**src/rtl/assert_macros.svh**
```systemverilog
// Assertion macros used by the sequencer RTL of the packed decimal converter.
`ifndef ASSERT_MACROS_SVH
`define ASSERT_MACROS_SVH
`ifndef SYNTHESIS
`define ASSERT_CLKD(lbl, ck, rn, prop, msg) \
  lbl: assert property (@(posedge ck) disable iff (!rn) prop) else $error(msg);
`define ASSERT_DEF(lbl, prop, msg) `ASSERT_CLKD(lbl, clk, rst_n, prop, msg)
`else
`define ASSERT_CLKD(lbl, ck, rn, prop, msg)
`define ASSERT_DEF(lbl, prop, msg)
`endif
`endif

```
**src/rtl/pdc_pkg.sv**
```systemverilog
// Types, constants and the power-of-ten table of the packed decimal converter.
`default_nettype none

package pdc_pkg;

  localparam int WordW  = 52;
  localparam int PackW  = 64;
  localparam int ValueW = 51;

  typedef logic [WordW-1:0] word_t;

  // Configuration register indexes
  localparam logic REG_PLUS  = 1'b0;
  localparam logic REG_MINUS = 1'b1;

  // Item kinds
  localparam logic KIND_ENC = 1'b0;
  localparam logic KIND_DEC = 1'b1;

  typedef struct packed {
    logic [3:0] plus_code;
    logic [3:0] minus_code;
  } sign_cfg_t;

  typedef struct packed {
    word_t a;
    word_t b;
    logic  sub;
  } alu_req_t;

  typedef struct packed {
    word_t sum;
    logic  cout;
  } alu_rsp_t;

  typedef struct packed {
    logic [PackW-1:0] packed_out;
    logic [WordW-1:0] value_out;
    logic             out_of_range;
  } res_t;

  function automatic word_t pow10(input logic [3:0] idx);
    word_t p;
    case (idx)
      4'd0:    p = 52'd1;
      4'd1:    p = 52'd10;
      4'd2:    p = 52'd100;
      4'd3:    p = 52'd1000;
      4'd4:    p = 52'd10000;
      4'd5:    p = 52'd100000;
      4'd6:    p = 52'd1000000;
      4'd7:    p = 52'd10000000;
      4'd8:    p = 52'd100000000;
      4'd9:    p = 52'd1000000000;
      4'd10:   p = 52'd10000000000;
      4'd11:   p = 52'd100000000000;
      4'd12:   p = 52'd1000000000000;
      4'd13:   p = 52'd10000000000000;
      4'd14:   p = 52'd100000000000000;
      default: p = 52'd1000000000000000;
    endcase
    return p;
  endfunction

endpackage

`default_nettype wire

```
**src/rtl/pdc_addsub.sv**
```systemverilog
// Shared 52-bit adder/subtractor with carry out (carry set means no borrow).
`default_nettype none

module pdc_addsub (
  input  pdc_pkg::alu_req_t req,
  output pdc_pkg::alu_rsp_t rsp
);

  logic [pdc_pkg::WordW-1:0] b_eff;
  logic [pdc_pkg::WordW:0]   sum_ext;

  assign b_eff   = req.sub ? ~req.b : req.b;
  assign sum_ext = {1'b0, req.a} + {1'b0, b_eff} + (pdc_pkg::WordW+1)'(req.sub);

  assign rsp.sum  = sum_ext[pdc_pkg::WordW-1:0];
  assign rsp.cout = sum_ext[pdc_pkg::WordW];

endmodule

`default_nettype wire

```
**src/rtl/pdc_regs.sv**
```systemverilog
// APB-style configuration registers holding the plus and minus sign codes.
`default_nettype none

module pdc_regs (
  input  logic                clk,
  input  logic                rst_n,
  input  logic                cfg_psel,
  input  logic                cfg_penable,
  input  logic                cfg_pwrite,
  input  logic [2:0]          cfg_paddr,
  input  logic [31:0]         cfg_pwdata,
  output logic [31:0]         cfg_prdata,
  output logic                cfg_pready,
  output pdc_pkg::sign_cfg_t  sign
);

  logic [3:0] plus_r, plus_nxt;
  logic [3:0] minus_r, minus_nxt;
  logic       wr_en;
  logic       idx;

  assign cfg_pready = 1'b1;
  assign wr_en      = cfg_psel & cfg_penable & cfg_pwrite;
  assign idx        = cfg_paddr[2];

  always_comb begin
    plus_nxt  = plus_r;
    minus_nxt = minus_r;
    if (wr_en) begin
      unique case (idx)
        pdc_pkg::REG_PLUS:  plus_nxt  = cfg_pwdata[3:0];
        pdc_pkg::REG_MINUS: minus_nxt = cfg_pwdata[3:0];
        default:            plus_nxt  = plus_r;
      endcase
    end
  end

  always_comb begin
    unique case (idx)
      pdc_pkg::REG_PLUS:  cfg_prdata = {28'd0, plus_r};
      pdc_pkg::REG_MINUS: cfg_prdata = {28'd0, minus_r};
      default:            cfg_prdata = 32'd0;
    endcase
  end

  always_ff @(posedge clk) begin
    if (!rst_n) begin
      plus_r  <= 4'd12;
      minus_r <= 4'd13;
    end else begin
      plus_r  <= plus_nxt;
      minus_r <= minus_nxt;
    end
  end

  assign sign.plus_code  = plus_r;
  assign sign.minus_code = minus_r;

endmodule

`default_nettype wire

```
**src/rtl/pdc_seq.sv**
```systemverilog
// Sequencer and datapath: digit extraction and Horner decode on the shared adder.
`default_nettype none
`include "assert_macros.svh"

module pdc_seq (
  input  logic                      clk,
  input  logic                      rst_n,
  input  logic                      in_valid,
  output logic                      in_ready,
  input  logic                      in_kind,
  input  logic signed [50:0]        in_value,
  input  logic [3:0]                in_packed_bytes,
  input  logic [63:0]               in_packed_in,
  input  pdc_pkg::sign_cfg_t        sign,
  output logic                      res_valid,
  input  logic                      res_take,
  output pdc_pkg::res_t             res
);

  localparam logic [2:0] ST_IDLE = 3'd0;
  localparam logic [2:0] ST_NEG  = 3'd1;
  localparam logic [2:0] ST_CHK  = 3'd2;
  localparam logic [2:0] ST_DIG  = 3'd3;
  localparam logic [2:0] ST_MUL  = 3'd4;
  localparam logic [2:0] ST_ADD  = 3'd5;
  localparam logic [2:0] ST_SGN  = 3'd6;
  localparam logic [2:0] ST_DONE = 3'd7;

  logic [2:0]           state_r, state_nxt;
  logic                 kind_r, kind_nxt;
  logic                 neg_r, neg_nxt;
  logic [3:0]           nbytes_r, nbytes_nxt;
  pdc_pkg::word_t       mag_r, mag_nxt;
  logic [63:0]          pin_r, pin_nxt;
  logic [3:0]           pos_r, pos_nxt;
  logic [1:0]           bit_r, bit_nxt;
  logic [3:0]           dig_r, dig_nxt;
  logic [63:0]          res_r, res_nxt;
  logic                 oor_r, oor_nxt;

  pdc_pkg::alu_req_t    alu_req;
  pdc_pkg::alu_rsp_t    alu_rsp;

  logic [3:0]           digits;
  logic                 nbytes_bad;
  logic [3:0]           pos_m1;
  logic [3:0]           dig_try;
  logic [3:0]           sign_nib;

  pdc_addsub u_addsub (
    .req (alu_req),
    .rsp (alu_rsp)
  );

  assign digits     = 4'({nbytes_r, 1'b0} - 5'd1);
  assign nbytes_bad = (nbytes_r == 4'd0) || (nbytes_r > 4'd8);
  assign pos_m1     = pos_r - 4'd1;
  assign dig_try    = dig_r | (4'(alu_rsp.cout) << bit_r);
  assign sign_nib   = neg_r ? sign.minus_code : sign.plus_code;

  assign in_ready  = (state_r == ST_IDLE);
  assign res_valid = (state_r == ST_DONE);

  // Operand select for the shared adder
  always_comb begin
    alu_req.a   = mag_r;
    alu_req.b   = '0;
    alu_req.sub = 1'b0;
    unique case (state_r) inside
      ST_NEG, ST_SGN: begin
        alu_req.a   = '0;
        alu_req.b   = mag_r;
        alu_req.sub = 1'b1;
      end
      ST_CHK: begin
        alu_req.b   = pdc_pkg::pow10(digits);
        alu_req.sub = 1'b1;
      end
      ST_DIG: begin
        alu_req.b   = pdc_pkg::word_t'(pdc_pkg::pow10(pos_m1) << bit_r);
        alu_req.sub = 1'b1;
      end
      ST_MUL: begin
        alu_req.a = pdc_pkg::word_t'(mag_r << 3);
        alu_req.b = pdc_pkg::word_t'(mag_r << 1);
      end
      ST_ADD: begin
        alu_req.b = pdc_pkg::word_t'(pin_r[63:60]);
      end
      default: begin
        alu_req.a = mag_r;
      end
    endcase
  end

  always_comb begin
    state_nxt  = state_r;
    kind_nxt   = kind_r;
    neg_nxt    = neg_r;
    nbytes_nxt = nbytes_r;
    mag_nxt    = mag_r;
    pin_nxt    = pin_r;
    pos_nxt    = pos_r;
    bit_nxt    = bit_r;
    dig_nxt    = dig_r;
    res_nxt    = res_r;
    oor_nxt    = oor_r;
    unique case (state_r)
      ST_IDLE: begin
        if (in_valid) begin
          kind_nxt   = in_kind;
          neg_nxt    = in_value[50];
          nbytes_nxt = in_packed_bytes;
          pin_nxt    = in_packed_in;
          oor_nxt    = 1'b0;
          res_nxt    = '0;
          if (in_kind == pdc_pkg::KIND_DEC) begin
            mag_nxt   = '0;
            pos_nxt   = 4'd15;
            state_nxt = ST_MUL;
          end else begin
            mag_nxt   = {1'b0, $unsigned(in_value)};
            state_nxt = ST_NEG;
          end
        end
      end
      ST_NEG: begin
        if (neg_r) begin
          mag_nxt = {1'b0, alu_rsp.sum[pdc_pkg::ValueW-1:0]};
        end
        state_nxt = ST_CHK;
      end
      ST_CHK: begin
        // carry set: magnitude reaches the digit capacity
        if (nbytes_bad || alu_rsp.cout) begin
          oor_nxt   = 1'b1;
          state_nxt = ST_DONE;
        end else begin
          pos_nxt   = digits;
          bit_nxt   = 2'd3;
          dig_nxt   = 4'd0;
          state_nxt = ST_DIG;
        end
      end
      ST_DIG: begin
        if (alu_rsp.cout) begin
          mag_nxt = alu_rsp.sum;
        end
        bit_nxt = bit_r - 2'd1;
        dig_nxt = dig_try;
        if (bit_r == 2'd0) begin
          res_nxt = res_r | (64'(dig_try) << {pos_r, 2'b00});
          dig_nxt = 4'd0;
          pos_nxt = pos_m1;
          if (pos_r == 4'd1) begin
            res_nxt   = res_r | (64'(dig_try) << {pos_r, 2'b00}) | 64'(sign_nib);
            state_nxt = ST_DONE;
          end
        end
      end
      ST_MUL: begin
        mag_nxt   = alu_rsp.sum;
        state_nxt = ST_ADD;
      end
      ST_ADD: begin
        mag_nxt = alu_rsp.sum;
        pin_nxt = pin_r << 4;
        pos_nxt = pos_m1;
        if (pos_r == 4'd1) begin
          state_nxt = ST_SGN;
        end else begin
          state_nxt = ST_MUL;
        end
      end
      ST_SGN: begin
        // sign nibble has shifted up to the top
        if (pin_r[63:60] == sign.minus_code) begin
          mag_nxt = alu_rsp.sum;
        end
        state_nxt = ST_DONE;
      end
      ST_DONE: begin
        if (res_take) begin
          state_nxt = ST_IDLE;
        end
      end
      default: begin
        state_nxt = ST_IDLE;
      end
    endcase
  end

  always_ff @(posedge clk) begin
    if (!rst_n) begin
      state_r <= ST_IDLE;
    end else begin
      state_r <= state_nxt;
    end
  end

  always_ff @(posedge clk) begin
    kind_r   <= kind_nxt;
    neg_r    <= neg_nxt;
    nbytes_r <= nbytes_nxt;
    mag_r    <= mag_nxt;
    pin_r    <= pin_nxt;
    pos_r    <= pos_nxt;
    bit_r    <= bit_nxt;
    dig_r    <= dig_nxt;
    res_r    <= res_nxt;
    oor_r    <= oor_nxt;
  end

  assign res.packed_out   = (kind_r == pdc_pkg::KIND_DEC) ? 64'd0 : res_r;
  assign res.value_out    = (kind_r == pdc_pkg::KIND_DEC) ? mag_r : '0;
  assign res.out_of_range = (kind_r == pdc_pkg::KIND_ENC) && oor_r;

  `ASSERT_DEF(a_oor_zero, (state_r == ST_DONE) && oor_r |-> (res_r == 64'd0), "flag with data")
  `ASSERT_DEF(a_pos_live, (state_r == ST_DIG) || (state_r == ST_ADD) |-> (pos_r != 4'd0), "pos 0")
  `ASSERT_DEF(a_digit_dec, (state_r == ST_DIG) && (bit_r == 2'd0) |-> (dig_try <= 4'd9), "digit")
  `ASSERT_DEF(a_start, in_valid && in_ready |=> (state_r == ST_NEG) || (state_r == ST_MUL), "start")

endmodule

`default_nettype wire

```
**src/rtl/packed_decimal_converter.sv**
```systemverilog
// Top level of the packed decimal converter: config registers, sequencer, output register.
// Converts one word at a time between 51-bit signed binary and sign-trailing packed
// decimal of up to 15 digits. Encode (kind 0) negates a negative value, checks its
// magnitude against the capacity of D = 2*packed_bytes-1 digits, flagging it out of range
// when it does not fit, then finds each digit by four restoring compare-subtract steps
// against shifted powers of ten on a single shared 52-bit adder. Decode (kind 1) makes two
// adder passes per digit for value*10+digit over 15 digits, then one for the negation.
// The input is not ready while a word is in work; a finished result sits in the output
// register so the next word can start while it waits.
`default_nettype none

module packed_decimal_converter (
  input  logic               clk,
  input  logic               rst_n,
  input  logic               in_valid,
  output logic               in_ready,
  input  logic               in_kind,
  input  logic signed [50:0] in_value,
  input  logic [3:0]         in_packed_bytes,
  input  logic [63:0]        in_packed_in,
  output logic               out_valid,
  input  logic               out_ready,
  output logic [63:0]        out_packed_out,
  output logic signed [51:0] out_value_out,
  output logic               out_out_of_range,
  input  logic               cfg_psel,
  input  logic               cfg_penable,
  input  logic               cfg_pwrite,
  input  logic [2:0]         cfg_paddr,
  input  logic [31:0]        cfg_pwdata,
  output logic [31:0]        cfg_prdata,
  output logic               cfg_pready
);

  pdc_pkg::sign_cfg_t sign;
  pdc_pkg::res_t      res;
  logic               res_valid;
  logic               res_take;

  logic               out_valid_r, out_valid_nxt;
  pdc_pkg::res_t      out_r, out_nxt;

  pdc_regs u_regs (
    .clk         (clk),
    .rst_n       (rst_n),
    .cfg_psel    (cfg_psel),
    .cfg_penable (cfg_penable),
    .cfg_pwrite  (cfg_pwrite),
    .cfg_paddr   (cfg_paddr),
    .cfg_pwdata  (cfg_pwdata),
    .cfg_prdata  (cfg_prdata),
    .cfg_pready  (cfg_pready),
    .sign        (sign)
  );

  pdc_seq u_seq (
    .clk             (clk),
    .rst_n           (rst_n),
    .in_valid        (in_valid),
    .in_ready        (in_ready),
    .in_kind         (in_kind),
    .in_value        (in_value),
    .in_packed_bytes (in_packed_bytes),
    .in_packed_in    (in_packed_in),
    .sign            (sign),
    .res_valid       (res_valid),
    .res_take        (res_take),
    .res             (res)
  );

  // Load the output register whenever it is empty or being drained
  assign res_take = res_valid && (!out_valid_r || out_ready);

  always_comb begin
    out_valid_nxt = out_valid_r;
    out_nxt       = out_r;
    if (out_valid_r && out_ready) begin
      out_valid_nxt = 1'b0;
    end
    if (res_take) begin
      out_valid_nxt = 1'b1;
      out_nxt       = res;
    end
  end

  always_ff @(posedge clk) begin
    if (!rst_n) begin
      out_valid_r <= 1'b0;
    end else begin
      out_valid_r <= out_valid_nxt;
    end
  end

  always_ff @(posedge clk) begin
    out_r <= out_nxt;
  end

  assign out_valid        = out_valid_r;
  assign out_packed_out   = out_r.packed_out;
  assign out_value_out    = $signed(out_r.value_out);
  assign out_out_of_range = out_r.out_of_range;

endmodule

`default_nettype wire

```
**config.mk**
```make
export PLATFORM = sky130hd
export DESIGN_NAME = packed_decimal_converter
export DESIGN_NICKNAME = d
export VERILOG_FILES = /design/src/rtl/pdc_pkg.sv /design/src/rtl/pdc_addsub.sv /design/src/rtl/pdc_regs.sv /design/src/rtl/pdc_seq.sv /design/src/rtl/packed_decimal_converter.sv
export VERILOG_INCLUDE_DIRS = /design/src /design/src/rtl
export SDC_FILE = /design/constraint.sdc
export NUM_CORES = 1
export LEC_CHECK = 0
export ABC_AREA = 1
export BUFFER_PORTS_ARGS = -buffer_cell sky130_fd_sc_hd__buf_2
export CAP_MARGIN = 10
export CORE_ASPECT_RATIO = 1.75
export CORE_MARGIN = 2
export CORE_UTILIZATION = 45
export DETAILED_ROUTE_END_ITERATION = 7
export GPL_ROUTABILITY_DRIVEN = 0
export PLACE_DENSITY = 0.75
export SYNTH_ARGS = -nofsm -noshare
export SYNTH_HDL_FRONTEND = slang
export SYNTH_HIERARCHICAL = 1
export SYNTH_SLANG_ARGS = --single-unit
```
**constraint.sdc**
```tcl
create_clock -name clk -period 9.3 [get_ports clk]
set_input_delay 1.395 -clock clk [delete_from_list [all_inputs] [get_ports clk]]
set_output_delay 1.395 -clock clk [all_outputs]
set_load 0.02 [all_outputs]
```
==> results.yml <==
status:
  status: "finished clean"
yosys:
  netlist.area_leader.share_pct: 41.7
  netlist_instances: 3025
  synth_area_um2: 22600
  synth-seq-cells: 326
  avgSynthCellArea_um2: 7.48
  yosys-top-cells-area: "edfxtp_1 (42%), nand2_1 (15%), inv_1 (7.1%)"
  synth_top_cell_by_area: "edfxtp_1"
  yosys_warnings: 6
  yosysUniqueCellTypes: 54
  ys_seq_area_share_pct: 42.7
placement:
  port-buffer-count: 254
  place_inst: 3833
  place_hpwl_um: 51200
final_layout:
  most-common-layout-cells: "nand2_1 (928), inv_1 (429), edfxtp_1 (314), nand3_1 (313), buf_2 (254)"
  multi_input_area_um2: 10500
  nets: 3441
  post_layout_nonfiller_instances: 3889
  post-route-util_pct: 50.6
  area_growth_pct: 11.0
  seq_area_um2: 9670
  final_common_cell: "nand2_1"
  drive_above_1_share_pct: 14.0
  fill_cells: 4826
global_routing:
  grt_pass1_vias: 19651
  grtUsageMet3_pct: 2.27
  busiest_layer: "met2"
  grt_use_met2_pct: 47.3
  use_met1_pct: 25.5
  grt_overflow_total: 0
  grt_pass1_wl_um: 102000
  grt_usage_pct: 25.0
  antenna_found_initial: 2
  grt_max_degree: 101
clock_tree:
  cts_tree: "done"
  clkLatencyLatePin_ns: 0.59
  postCtsSetupBuffers: 0
  hold_buffers: 0
  post_cts_resized: 0
  htreeDepth: 1
  numClockSinks: 326
  cts_made_buffers: 29
  cts_buffer_depth: 3
  cts-root-buf: "clkbuf_16"
  path_clk_slew_ns: 0.07
setup_path:
  crit_path_start_kind: "flop"
  crit_fanout: 38
  r2r-start: "u_seq/pos_r[3]$_DFFE_PP_"
  end_kind: "flop"
  startpoint: "u_seq/pos_r[3]$_DFFE_PP_"
  cp.arrival_ns: 6.89
  cp.required_ns: 9.74
  criticalPathCategory: "reg2reg"
route:
  ant_nets: 0
  viasPerCell: 5.24
  wirelength_um: 66600
  wl_per_cell_um: 17.1
  dr_total_vias: 20366
  first_iter_violations: 1694
  drc_errors: 0
  first_pass_iters: 6
sta:
  grt_setup_unrepaired: "no"
  hold_viol: 0
  fin_skew_ns: 0.0134
  final.setup.tns_ns: 0
  worstMarginPinSlew_ns: 1.12
  finalSetupViolations: 0
  slew_viol_final: 0
  finalCritPeriodShare_pct: 69.4
  period_needed_ns: 6.45
  relSlewSlack_pct: 25.1
  fmax_mhz: 155
die:
  pin_count: 314
  initial_core_util_pct: 45.6
  dieArea_um2: 52200
  core_um2: 49600
  die_y_um: 301
  die_w_um: 174
  rows: 108
worst_hold_path:
  hold_path_class: "reg2reg"
  min_from: "u_regs/plus_r[3]$_SDFFE_PN1P_"
flow_run:
  max-cap-violations: 0
metrics by stage:
step | hold slack [ns] | cell area (µm²) | worst slack [ns]
2_1_floorplan | 0.447 | 22700 | 1.40
3_3_place_gp | 0.485 | 24200 | 3.02
3_5_place_dp | 0.487 | 24200 | 2.99
4_1_cts | 0.501 | 25100 | 2.94
5_1_grt | 0.534 | 25100 | 2.42
6_report | 0.507 | 25100 | 2.85
synth_stat cells (all sizes together):
cell type / count
a211oi: 1
a21boi: 1
a21o: 2
a21oi: 130
a22oi: 8
a31o: 1
a31oi: 2
and2: 4
and3: 1
buf: 105
clkbuf: 48
clkinv: 2
conb: 2
dfxtp: 12
edfxtp: 314
fa: 1
ha: 73
inv: 464
mux2: 4
nand2: 959
nand3: 323
nand3b: 2
nand4: 25
nor2: 244
nor3: 19
nor3b: 1
nor4: 3
o211ai: 8
o21a: 2
o21ai: 111
o21bai: 6
o22ai: 60
o311ai: 1
or2: 1
xnor2: 8
xor2: 77
routing by layer:
| layer | vias to the layer above | part of all wire (%) |
|---|---|---|
| met2 | 865 | 52 |
| met5 | - | 0 |
| li1 | 10076 | - |
| met3 | 247 | 5.5 |
| met4 | 0 | 8.1 |
| met1 | 9178 | 35 |
area by class of cell:
cell class,instances,share of cell area (%)
clock inverters,18,0.653
multi-input cells,2107,41.8
flip-flops and latches,326,38.5
inverters,466,7.00
clock buffers,35,2.98
repair buffers,275,5.74
well taps,660,3.29
diodes,2,0.0199
kinds of logic (layout without fill, tap and decap cells):
| family | Yosys count | count (layout) | share of synthesized area [%] |
|---|---|---|---|
| fa+ha+maj | 74 | 74 | 4.12 |
| compound gates | 333 | 333 | 8.08 |
| other cells | 2 | 31 | 0.0332 |
| mux | 4 | 4 | 0.199 |
| simple gates | 1582 | 1582 | 30.1 |
| flops | 326 | 326 | 42.7 |
| buf+inv | 619 | 794 | 11.4 |
| xor+xnor | 85 | 85 | 3.29 |
registers in the layout, summed over array words and instances, names as in the netlist:
signal,flops
out_out_of_range,1
out_packed_out,64
out_valid,1
out_value_out,52
u_regs/minus_r,4
u_regs/plus_r,4
u_seq/bit_r,2
u_seq/dig_r,4
u_seq/kind_r,1
u_seq/mag_r,52
u_seq/nbytes_r,4
u_seq/neg_r,1
u_seq/oor_r,1
u_seq/pin_r,64
u_seq/pos_r,4
u_seq/res_r,64
u_seq/state_r,3
path summary, 6_finish.rpt:
kind	depth (start not counted)	endpoint	slack, ns
max reg2reg	24	u_seq/res_r[45]$_SDFFCE_PN0P_	2.85
min reg2reg	2	u_regs/plus_r[3]$_SDFFE_PN1P_	0.51
max	24	u_seq/res_r[45]$_SDFFCE_PN0P_	2.85
min	2	u_regs/plus_r[3]$_SDFFE_PN1P_	0.51
worst max-delay path: stages, from the launching register on:
cell	delay, ns
edfxtp_1	0.36
buf_4	0.26
inv_2	0.48
nand3_2	0.27
nand2_1	0.89
nor2_1	0.24
nand3_1	0.14
o211ai_1	0.18
inv_1	0.09
nand2_1	0.05
nand2_1	0.17
inv_1	0.07
fa_1	0.42
nor2_1	0.16
or2_2	0.16
nand4_1	0.10
nand3_2	0.15
nand2_1	0.13
nand2_1	0.10
nand2_1	0.05
nand2_1	0.29
a31oi_1	0.33
nor2_1	0.77
nand3_1	0.21
a21oi_1	0.18
Power is left out: the tool's default activity adds up to more than one toggle a clock period on the data nets, which glitch-free logic cannot reach.
